## src/hdl/rfc3339_timestamp_parser_defines.svh

```systemverilog
// Assertion macros shared by the timestamp parser RTL.
`ifndef RFC3339_TIMESTAMP_PARSER_DEFINES_SVH
`define RFC3339_TIMESTAMP_PARSER_DEFINES_SVH

// Same-cycle implication, checked outside reset.
`define RTP_ASSERT_IMP(label, clk, rst_n, ante, cons) \
  label: assert property (@(posedge clk) disable iff (!rst_n) (ante) |-> (cons)) \
    else $error("rtp: same-cycle check failed");

// Next-cycle implication, checked outside reset.
`define RTP_ASSERT_NXT(label, clk, rst_n, ante, cons) \
  label: assert property (@(posedge clk) disable iff (!rst_n) (ante) |=> (cons)) \
    else $error("rtp: next-cycle check failed");

`endif

```

## src/hdl/rtp_pkg.sv

```systemverilog
// Types, character codes and calendar tables for the timestamp parser.
package rtp_pkg;

  // parser phases
  localparam logic [2:0] PH_DATE  = 3'd0;
  localparam logic [2:0] PH_ZONE  = 3'd1;
  localparam logic [2:0] PH_FRAC1 = 3'd2;
  localparam logic [2:0] PH_FRACN = 3'd3;
  localparam logic [2:0] PH_OFF   = 3'd4;
  localparam logic [2:0] PH_END   = 3'd5;

  // character codes
  localparam logic [7:0] CH_NUL   = 8'h00;
  localparam logic [7:0] CH_DASH  = 8'h2D;
  localparam logic [7:0] CH_PLUS  = 8'h2B;
  localparam logic [7:0] CH_DOT   = 8'h2E;
  localparam logic [7:0] CH_COLON = 8'h3A;
  localparam logic [7:0] CH_ZERO  = 8'h30;
  localparam logic [7:0] CH_NINE  = 8'h39;
  localparam logic [7:0] CH_T_UP  = 8'h54;
  localparam logic [7:0] CH_T_LO  = 8'h74;
  localparam logic [7:0] CH_Z_UP  = 8'h5A;
  localparam logic [7:0] CH_Z_LO  = 8'h7A;

  // character positions inside the date-time and offset fields
  localparam logic [4:0] IDX_DASH1  = 5'd4;
  localparam logic [4:0] IDX_DASH2  = 5'd7;
  localparam logic [4:0] IDX_SEP    = 5'd10;
  localparam logic [4:0] IDX_COLON1 = 5'd13;
  localparam logic [4:0] IDX_COLON2 = 5'd16;
  localparam logic [4:0] IDX_LAST   = 5'd18;
  localparam logic [4:0] IDX_OCOLON = 5'd2;
  localparam logic [4:0] IDX_OLAST  = 5'd4;

  // floor(n / 100) == (n * RECIP100) >> 19 for n below 43699
  localparam logic [12:0] RECIP100   = 13'd5243;
  localparam int          RECIP_SH   = 19;
  // 719468 plus one 400-year cycle, the year is biased by 400
  localparam logic [23:0] DAY_BIAS   = 24'd865565;
  localparam logic [14:0] YEAR_SHIFT = 15'd400;

  typedef struct packed {
    logic        ok;
    logic [13:0] year;
    logic [6:0]  month;
    logic [6:0]  day;
    logic [6:0]  hour;
    logic [6:0]  minute;
    logic [6:0]  second;
    logic [6:0]  off_hour;
    logic [6:0]  off_minute;
    logic        off_neg;
  } rtp_fields_t;

  function automatic logic [6:0] rtp_push2(logic [6:0] acc, logic [3:0] dig);
    logic [10:0] t;
    t = 11'({acc, 3'b000}) + 11'({acc, 1'b0}) + 11'(dig);
    return t[6:0];
  endfunction

  function automatic logic [13:0] rtp_push_year(logic [13:0] acc, logic [3:0] dig);
    logic [17:0] t;
    t = 18'({acc, 3'b000}) + 18'({acc, 1'b0}) + 18'(dig);
    return t[13:0];
  endfunction

  // days from March 1 to the first of the month
  function automatic logic [8:0] rtp_doy_base(logic [6:0] m);
    logic [8:0] r;
    unique case (m)
      7'd1:    r = 9'd306;
      7'd2:    r = 9'd337;
      7'd3:    r = 9'd0;
      7'd4:    r = 9'd31;
      7'd5:    r = 9'd61;
      7'd6:    r = 9'd92;
      7'd7:    r = 9'd122;
      7'd8:    r = 9'd153;
      7'd9:    r = 9'd184;
      7'd10:   r = 9'd214;
      7'd11:   r = 9'd245;
      7'd12:   r = 9'd275;
      default: r = 9'd0;
    endcase
    return r;
  endfunction

  function automatic logic [4:0] rtp_month_len(logic [6:0] m, logic leap);
    logic [4:0] r;
    unique case (m)
      7'd2:                      r = leap ? 5'd29 : 5'd28;
      7'd4, 7'd6, 7'd9, 7'd11:   r = 5'd30;
      default:                   r = 5'd31;
    endcase
    return r;
  endfunction

endpackage

```

## src/hdl/rfc3339_timestamp_parser.sv

```systemverilog
// Streaming RFC 3339 timestamp parser with UTC seconds conversion.
//
// Input channel: one ASCII character per word on ch_i (in_valid_i/in_ready_o).
// A NUL word ends the string. Non-NUL words only update the parser state;
// the NUL word produces exactly one result word on the output channel
// (out_valid_o/out_ready_i): valid_res_o and signed UTC seconds_o, which
// are zero when the string is malformed.
// Throughput: one character per cycle while the receiver keeps up,
// including back-to-back strings. The edge that accepts a NUL word
// captures the fields in stage 1; range checks and century quotients
// are registered in stage 2, the day count in stage 3, and the scale
// by 86400 in the output register.
// The conversion pipeline holds up to four finished strings. While the
// receiver stalls, characters keep flowing until all four stages are
// occupied; in_ready_o then stays low for every word, NUL or not, until
// the receiver takes the output word.
// Reset clears the parser to the start of the year field and empties the
// pipeline; the first word after reset starts a new string.
`include "rfc3339_timestamp_parser_defines.svh"

module rfc3339_timestamp_parser (
  input  logic        clk_i,
  input  logic        rst_ni,
  input  logic        in_valid_i,
  output logic        in_ready_o,
  input  logic [7:0]  ch_i,
  output logic        out_valid_o,
  input  logic        out_ready_i,
  output logic        valid_res_o,
  output logic signed [38:0] seconds_o
);
  import rtp_pkg::*;

  // parser state
  logic [2:0]  phase_q, phase_d;
  logic [4:0]  ci_q, ci_d;
  logic [13:0] year_q, year_d;
  logic [6:0]  month_q, month_d, day_q, day_d, hour_q, hour_d;
  logic [6:0]  minute_q, minute_d, second_q, second_d;
  logic [6:0]  ofh_q, ofh_d, ofm_q, ofm_d;
  logic        neg_q, neg_d, failed_q, failed_d;

  logic in_fire, nul_fire, is_digit, is_zone_z, is_sign;
  logic [3:0] dig;

  // pipeline control
  logic v1_q, v2_q, v3_q, vo_q;
  logic out_free, s3_go, s3_free, s2_go, s2_free, s1_go, s1_free;

  // stage 1: captured fields
  rtp_fields_t s1_q;

  // stage 2
  logic        ok2_q;
  logic [14:0] ybias_q;
  logic [8:0]  qbias_q;
  logic [13:0] year2_q;
  logic [7:0]  qyear2_q;
  logic [6:0]  month2_q, day2_q;
  logic [8:0]  doy2_q;
  logic [18:0] tsec2_q, off2_q;
  logic        neg2_q;

  logic        le_feb, ok2_d;
  logic [14:0] ybias_d;
  logic [27:0] prod_bias;
  logic [26:0] prod_year;
  logic [8:0]  doy2_d;
  logic [18:0] tsec2_d, off2_d;

  // stage 3
  logic               ok3_q;
  logic signed [23:0] days_q;
  logic signed [20:0] net_q;

  logic [13:0] r100;
  logic        leap;
  logic [4:0]  mdays;
  logic        ok3_d;
  logic [23:0] dpos;
  logic signed [23:0] days_d;
  logic signed [20:0] net_d;

  // output
  logic signed [41:0] total;
  logic        res_q;
  logic signed [38:0] sec_q;

  assign out_free = !vo_q || out_ready_i;
  assign s3_go    = v3_q && out_free;
  assign s3_free  = !v3_q || out_free;
  assign s2_go    = v2_q && s3_free;
  assign s2_free  = !v2_q || s3_free;
  assign s1_go    = v1_q && s2_free;
  assign s1_free  = !v1_q || s2_free;

  assign in_ready_o = s1_free;
  assign in_fire    = in_valid_i && in_ready_o;
  assign nul_fire   = in_fire && (ch_i == CH_NUL);

  assign is_digit  = (ch_i >= CH_ZERO) && (ch_i <= CH_NINE);
  assign dig       = ch_i[3:0];
  assign is_zone_z = (ch_i == CH_Z_UP) || (ch_i == CH_Z_LO);
  assign is_sign   = (ch_i == CH_PLUS) || (ch_i == CH_DASH);

  always_comb begin
    phase_d  = phase_q;
    ci_d     = ci_q;
    year_d   = year_q;
    month_d  = month_q;
    day_d    = day_q;
    hour_d   = hour_q;
    minute_d = minute_q;
    second_d = second_q;
    ofh_d    = ofh_q;
    ofm_d    = ofm_q;
    neg_d    = neg_q;
    failed_d = failed_q;
    if (nul_fire) begin
      // back to the start state for the next string
      phase_d  = PH_DATE;
      ci_d     = '0;
      year_d   = '0;
      month_d  = '0;
      day_d    = '0;
      hour_d   = '0;
      minute_d = '0;
      second_d = '0;
      ofh_d    = '0;
      ofm_d    = '0;
      neg_d    = 1'b0;
      failed_d = 1'b0;
    end else if (in_fire && !failed_q) begin
      unique case (phase_q)
        PH_DATE: begin
          priority if (ci_q == IDX_DASH1 || ci_q == IDX_DASH2) begin
            if (ch_i != CH_DASH) failed_d = 1'b1;
          end else if (ci_q == IDX_SEP) begin
            if (ch_i != CH_T_UP && ch_i != CH_T_LO) failed_d = 1'b1;
          end else if (ci_q == IDX_COLON1 || ci_q == IDX_COLON2) begin
            if (ch_i != CH_COLON) failed_d = 1'b1;
          end else if (!is_digit) begin
            failed_d = 1'b1;
          end else if (ci_q < IDX_DASH1) begin
            year_d = rtp_push_year(year_q, dig);
          end else if (ci_q < IDX_DASH2) begin
            month_d = rtp_push2(month_q, dig);
          end else if (ci_q < IDX_SEP) begin
            day_d = rtp_push2(day_q, dig);
          end else if (ci_q < IDX_COLON1) begin
            hour_d = rtp_push2(hour_q, dig);
          end else if (ci_q < IDX_COLON2) begin
            minute_d = rtp_push2(minute_q, dig);
          end else begin
            second_d = rtp_push2(second_q, dig);
          end
          if (!failed_d) begin
            if (ci_q >= IDX_LAST) begin
              phase_d = PH_ZONE;
              ci_d    = '0;
            end else begin
              ci_d = ci_q + 5'd1;
            end
          end
        end
        PH_ZONE: begin
          priority if (ch_i == CH_DOT) begin
            phase_d = PH_FRAC1;
          end else if (is_zone_z) begin
            phase_d = PH_END;
          end else if (is_sign) begin
            neg_d   = (ch_i == CH_DASH);
            phase_d = PH_OFF;
            ci_d    = '0;
          end else begin
            failed_d = 1'b1;
          end
        end
        PH_FRAC1: begin
          if (is_digit) phase_d = PH_FRACN;
          else failed_d = 1'b1;
        end
        PH_FRACN: begin
          priority if (is_digit) begin
            phase_d = PH_FRACN;
          end else if (is_zone_z) begin
            phase_d = PH_END;
          end else if (is_sign) begin
            neg_d   = (ch_i == CH_DASH);
            phase_d = PH_OFF;
            ci_d    = '0;
          end else begin
            failed_d = 1'b1;
          end
        end
        PH_OFF: begin
          priority if (ci_q == IDX_OCOLON) begin
            if (ch_i != CH_COLON) failed_d = 1'b1;
          end else if (!is_digit) begin
            failed_d = 1'b1;
          end else if (ci_q < IDX_OCOLON) begin
            ofh_d = rtp_push2(ofh_q, dig);
          end else begin
            ofm_d = rtp_push2(ofm_q, dig);
          end
          if (!failed_d) begin
            if (ci_q >= IDX_OLAST) begin
              phase_d = PH_END;
              ci_d    = '0;
            end else begin
              ci_d = ci_q + 5'd1;
            end
          end
        end
        default: failed_d = 1'b1;  // trailing characters after the zone
      endcase
    end
  end

  always_ff @(posedge clk_i or negedge rst_ni) begin
    if (!rst_ni) begin
      phase_q  <= PH_DATE;
      ci_q     <= '0;
      year_q   <= '0;
      month_q  <= '0;
      day_q    <= '0;
      hour_q   <= '0;
      minute_q <= '0;
      second_q <= '0;
      ofh_q    <= '0;
      ofm_q    <= '0;
      neg_q    <= 1'b0;
      failed_q <= 1'b0;
    end else begin
      phase_q  <= phase_d;
      ci_q     <= ci_d;
      year_q   <= year_d;
      month_q  <= month_d;
      day_q    <= day_d;
      hour_q   <= hour_d;
      minute_q <= minute_d;
      second_q <= second_d;
      ofh_q    <= ofh_d;
      ofm_q    <= ofm_d;
      neg_q    <= neg_d;
      failed_q <= failed_d;
    end
  end

  // pipeline valid bits
  always_ff @(posedge clk_i or negedge rst_ni) begin
    if (!rst_ni) begin
      v1_q <= 1'b0;
      v2_q <= 1'b0;
      v3_q <= 1'b0;
      vo_q <= 1'b0;
    end else begin
      if (nul_fire) v1_q <= 1'b1;
      else if (s1_go) v1_q <= 1'b0;
      if (s1_go) v2_q <= 1'b1;
      else if (s2_go) v2_q <= 1'b0;
      if (s2_go) v3_q <= 1'b1;
      else if (s3_go) v3_q <= 1'b0;
      if (s3_go) vo_q <= 1'b1;
      else if (out_ready_i) vo_q <= 1'b0;
    end
  end

  // stage 1: snapshot of the finished string
  always_ff @(posedge clk_i) begin
    if (nul_fire) begin
      s1_q.ok         <= !failed_q && (phase_q == PH_END);
      s1_q.year       <= year_q;
      s1_q.month      <= month_q;
      s1_q.day        <= day_q;
      s1_q.hour       <= hour_q;
      s1_q.minute     <= minute_q;
      s1_q.second     <= second_q;
      s1_q.off_hour   <= ofh_q;
      s1_q.off_minute <= ofm_q;
      s1_q.off_neg    <= neg_q;
    end
  end

  // stage 2: range checks, century quotients, time of day
  always_comb begin
    le_feb    = (s1_q.month <= 7'd2);
    ybias_d   = 15'(s1_q.year) + YEAR_SHIFT - 15'(le_feb);
    prod_bias = 28'(ybias_d) * 28'(RECIP100);
    prod_year = 27'(s1_q.year) * 27'(RECIP100);
    doy2_d    = rtp_doy_base(s1_q.month) + 9'(s1_q.day) - 9'd1;
    tsec2_d   = 19'(s1_q.hour) * 19'd3600 + 19'(s1_q.minute) * 19'd60
              + 19'(s1_q.second);
    off2_d    = 19'(s1_q.off_hour) * 19'd3600 + 19'(s1_q.off_minute) * 19'd60;
    ok2_d     = s1_q.ok && (s1_q.month >= 7'd1) && (s1_q.month <= 7'd12)
              && (s1_q.day >= 7'd1) && (s1_q.hour <= 7'd23)
              && (s1_q.minute <= 7'd59) && (s1_q.second <= 7'd60)
              && (s1_q.off_hour <= 7'd23) && (s1_q.off_minute <= 7'd59);
  end

  always_ff @(posedge clk_i) begin
    if (s1_go) begin
      ok2_q    <= ok2_d;
      ybias_q  <= ybias_d;
      qbias_q  <= prod_bias[27:RECIP_SH];
      year2_q  <= s1_q.year;
      qyear2_q <= prod_year[26:RECIP_SH];
      month2_q <= s1_q.month;
      day2_q   <= s1_q.day;
      doy2_q   <= doy2_d;
      tsec2_q  <= tsec2_d;
      off2_q   <= off2_d;
      neg2_q   <= s1_q.off_neg;
    end
  end

  // stage 3: leap year, day limit, day count since the epoch
  always_comb begin
    r100   = year2_q - 14'(14'(qyear2_q) * 14'd100);
    leap   = ((year2_q[1:0] == 2'b00) && (r100 != '0))
           || ((r100 == '0) && (qyear2_q[1:0] == 2'b00));
    mdays  = rtp_month_len(month2_q, leap);
    ok3_d  = ok2_q && (day2_q <= 7'(mdays));
    dpos   = 24'(ybias_q) * 24'd365 + 24'(ybias_q >> 2) - 24'(qbias_q)
           + 24'(qbias_q >> 2) + 24'(doy2_q);
    days_d = $signed(dpos - DAY_BIAS);
    // a minus offset adds to UTC, a plus offset subtracts
    net_d  = neg2_q ? $signed(21'(tsec2_q) + 21'(off2_q))
                    : $signed(21'(tsec2_q) - 21'(off2_q));
  end

  always_ff @(posedge clk_i) begin
    if (s2_go) begin
      ok3_q  <= ok3_d;
      days_q <= days_d;
      net_q  <= net_d;
    end
  end

  // output stage: scale days to seconds
  assign total = 42'(days_q) * 42'sd86400 + 42'(net_q);

  always_ff @(posedge clk_i) begin
    if (s3_go) begin
      res_q <= ok3_q;
      sec_q <= ok3_q ? total[38:0] : '0;
    end
  end

  assign out_valid_o = vo_q;
  assign valid_res_o = res_q;
  assign seconds_o   = sec_q;

  `RTP_ASSERT_IMP(a_invalid_zero, clk_i, rst_ni, out_valid_o && !valid_res_o, seconds_o == '0)
  `RTP_ASSERT_NXT(a_nul_restart, clk_i, rst_ni, nul_fire, phase_q == PH_DATE && ci_q == '0 && !failed_q)
  `RTP_ASSERT_NXT(a_stage3_hold, clk_i, rst_ni, v3_q && !out_free, v3_q && $stable(days_q))
  `RTP_ASSERT_IMP(a_nul_room, clk_i, rst_ni, nul_fire, !v1_q || s1_go)

endmodule
```

## config.mk

```make
export PLATFORM = sky130hd
export DESIGN_NAME = rfc3339_timestamp_parser
export DESIGN_NICKNAME = d
export VERILOG_FILES = /design/src/hdl/rtp_pkg.sv /design/src/hdl/rfc3339_timestamp_parser.sv
export VERILOG_INCLUDE_DIRS = /design/src /design/src/hdl
export SDC_FILE = /design/constraint.sdc
export NUM_CORES = 2
export LEC_CHECK = 0
export CAP_MARGIN = 40
export CORE_MARGIN = 2
export CORE_UTILIZATION = 28
export CTS_BUF_LIST = sky130_fd_sc_hd__clkbuf_2
export DETAILED_ROUTE_END_ITERATION = 12
export DONT_BUFFER_PORTS = 1
export PLACE_DENSITY = 0.49
export SYNTH_ARGS = -nofsm -noshare
export SYNTH_HDL_FRONTEND = slang
export SYNTH_SLANG_ARGS = --single-unit
export TNS_END_PERCENT = 50
```

## constraint.sdc

```tcl
create_clock -name clk_i -period 10.7 [get_ports clk_i]
set_clock_uncertainty 0.05 [all_clocks]
set_input_delay 2.14 -clock clk_i [delete_from_list [all_inputs] [get_ports clk_i]]
set_output_delay 2.14 -clock clk_i [all_outputs]
set_load 0.005 [all_outputs]
```

==> impl_metrics.toml <==
[run_status]
status = "completed"

[finish]
nets = 4896
final_cell_area_sq_um = 41600
drive_gt1_frac = 0.0536
area_growth_pct = 8.35

[logic_synthesis]
post_synth_num_cell_types = 78
ys_seq_area_frac = 0.256
postSynthAreaPerCell_sq_um = 10.4
syn-cell-area_sq_um = 38400
synth-main-ff-cell = "edfxtp_1"
yosys_register_bits = 344
synth_nets = 4819
synth_edf_count = 258
synthArstFlopShare = 0.224
yosys_warnings = 0
syn_inst = 3689

[power_and_ir_drop]
power_frac_seq = 0.523
power.switching_fraction = 0.285
p_sw_uw = 794
p_clk_frac = 0.361
irDropWorstVdd_v = 0.0000717
share_comb_of_total_power = 0.116
p_int_uw = 2000
powerDensity_nw_per_um2 = 67.0
power_leakage_uw = 0.0203

[clock_network]
clock_sinks = 344
cts_setup_buffers = 0
cts_made_buffers = 93
hold_buffers = 0
clk_path_buf_depth = 3
cts_root_buf = "clkbuf_2"
htreeDepth = 3
clk_latency_ps = 1180
cts_tree = "built"
path_clk_slew_ps = 120
cts_resized = 0

[grt]
groute.usage.overall = 0.116
antenna_found_initial = 4
grt_overflow = 0
first_global_vias = 25487
grt_start_max_net_pins = 78
use_met2 = 0.186
grt_pass1_wl_mm = 132
busiest_layer = "met2"
met3_usage = 0.0184
use_met1 = 0.163

[worst_setup_path]
critical_path_buf_inv_count = 6
critical_path.startpoint_type = "flip-flop"
crit_path_end_kind = "flip-flop"
ff2ff_setup_slack_ps = 1470
slowest_stage = "o41ai_1"
cpPeakStageDelay_ps = 630
required_ps = 11580
path_class = "flip-flop to flip-flop"
arrival_ps = 10110
crit_family = "adder cells"
path_max_fanout = 11

[sta]
fin_crit_ps = 9230
slew_headroom = 0.407
setup_viol = 0
hold_viol = 0
slew_violations = 0
tns_ps = 0
post-route-period-util = 0.863
worst_slew_pin_slew_ps = 868
fmax_ghz = 0.108
rsz0062_at_grt = "false"

[detailed_routing]
firstDrtPassIters = 5
via_count = 24504
routed_via_density = 4.36
drt_iter0_markers = 951
drc = 0
routed_wl_mm = 78.6
ant_nets = 0
post_drt_wl_per_cell_um = 14.0

[floorplanning]
io_pins = 54
die_y_um = 374
row_count = 135
dieArea_sq_um = 140000
initial_core_util = 0.283
die_x_um = 374
coreArea_sq_um = 136000

[placed_design]
port_buffers = 0
gp_congestion = 0.812
hpwl_mm = 64.5
place_area_sq_um = 40700

[worst_hold_path]
worstHoldPathType = "flip-flop to flip-flop"

[job]
maxCapViolations = 0
state kept, by name, indices dropped and copies added, names as in the netlist, 8 cells and up, named ones only:
signal     count
net_q         21
ybias_q       15
off2_q        17
s1_q          65
year_q        14
days_q        24
doy2_q         9
qyear2_q       8
seconds_o     39
tsec2_q       19
year2_q       14
qbias_q        9
logic make-up after synthesis:
logic type / Yosys count / synth area share
flops: 344 / 0.256
xor+xnor: 240 / 0.0547
simple gates: 516 / 0.0672
fa+ha+maj: 1118 / 0.432
buf+inv: 830 / 0.0811
compound gates: 615 / 0.102
mux: 26 / 0.00703
Yosys cell counts (5+ instances only):
cell       instances  share of area
dfrtp_1           77          0.050
o21ai_0          131          0.017
o211ai_1           9         0.0018
buf_1              5        0.00049
dfxtp_1            9         0.0047
nand2b_1          21         0.0034
xnor2_1          184          0.042
fa_1             347           0.18
mux2_2             8         0.0023
a21o_1            79          0.015
nand4_1           13         0.0021
a211oi_1          22         0.0043
a2111oi_0         10         0.0023
nand2_1           94         0.0092
nor3b_1            8         0.0016
a21oi_1          195          0.025
or2_2              9         0.0015
a31oi_1           12         0.0020
or3_1             14         0.0023
nor2_1           134          0.013
nor4b_1            5         0.0011
inv_1            786          0.077
ha_1             771           0.25
nor3_1            40         0.0052
xor2_1            56          0.013
a21boi_0           5        0.00098
nor4_1            10         0.0016
o31ai_1           10         0.0020
o2111ai_1          8         0.0018
o21bai_1          52          0.010
and2_1            41         0.0067
mux2i_1           18         0.0047
nand3_1           75         0.0098
nor2b_1           17         0.0028
o41ai_1           10         0.0023
and3_1            14         0.0023
o21a_1            31         0.0061
edfxtp_1         258           0.20
clkbuf_1          37         0.0036
path summary, 6_finish.rpt:
kind | startpoint | endpoint | cells after the start
setup / recovery | s1_q[47] | qbias_q[8] | 36
hold / removal | year_q[13] | s1_q[63] | 0
setup reg to reg | s1_q[47] | qbias_q[8] | 36
hold reg to reg | year_q[13] | s1_q[63] | 0
max in group asynchronous | rst_ni | out_valid_o | 0
min in group asynchronous | rst_ni | hour_q[4] | 0
through the flow:
stage	hold WS (ps)	power (uW)	setup WS, ps	instances	utilization
after global routing	375	2980	546	5624	0.307
final	401	2790	1470	5625	0.307
after detailed placement	385	1820	1300	5452	0.300
after global placement	381	1810	1410	5445	0.299
after CTS	320	2870	1270	5622	0.307
after floorplan	350	1750	2300	3689	-
cell usage in the layout (no fill, tap or decap), types with 94 or more instances in the layout:
master      n
o21ai_0   131
xnor2_1   184
nand2_1    94
edfxtp_1  258
inv_1     785
nor2_1    134
fa_1      347
clkbuf_2  125
ha_1      771
a21oi_1   195
power by group through the flow:
stage | registers [uW] | clock network [uW] | logic, uW
6_report | 1460 | 1010 | 324
5_1_grt | 1460 | 1140 | 384
4_1_cts | 1460 | 1080 | 330
3_5_place_dp | 1490 | 0 | 327
3_3_place_gp | 1490 | 0 | 324
2_1_floorplan | 1480 | 0 | 272
area by class of cell:
class                      count  area [sq um]
fill                       14240         94200
multi-input combinational   2515         25500
sequential                   344          9850
inverter                     787          2960
tap                         1781          2230
clock buffer                 125           626
clock inverter                45           274
timing repair buffer          25           205
antenna                        3          7.51
per-layer routing:
metal,part of all wire,up-vias
met2,0.45,207
li1,-,12618
met1,0.51,11598
met5,0,-
met4,0.015,0
met3,0.024,81
Note: power is estimated with default switching activity, not from simulation.
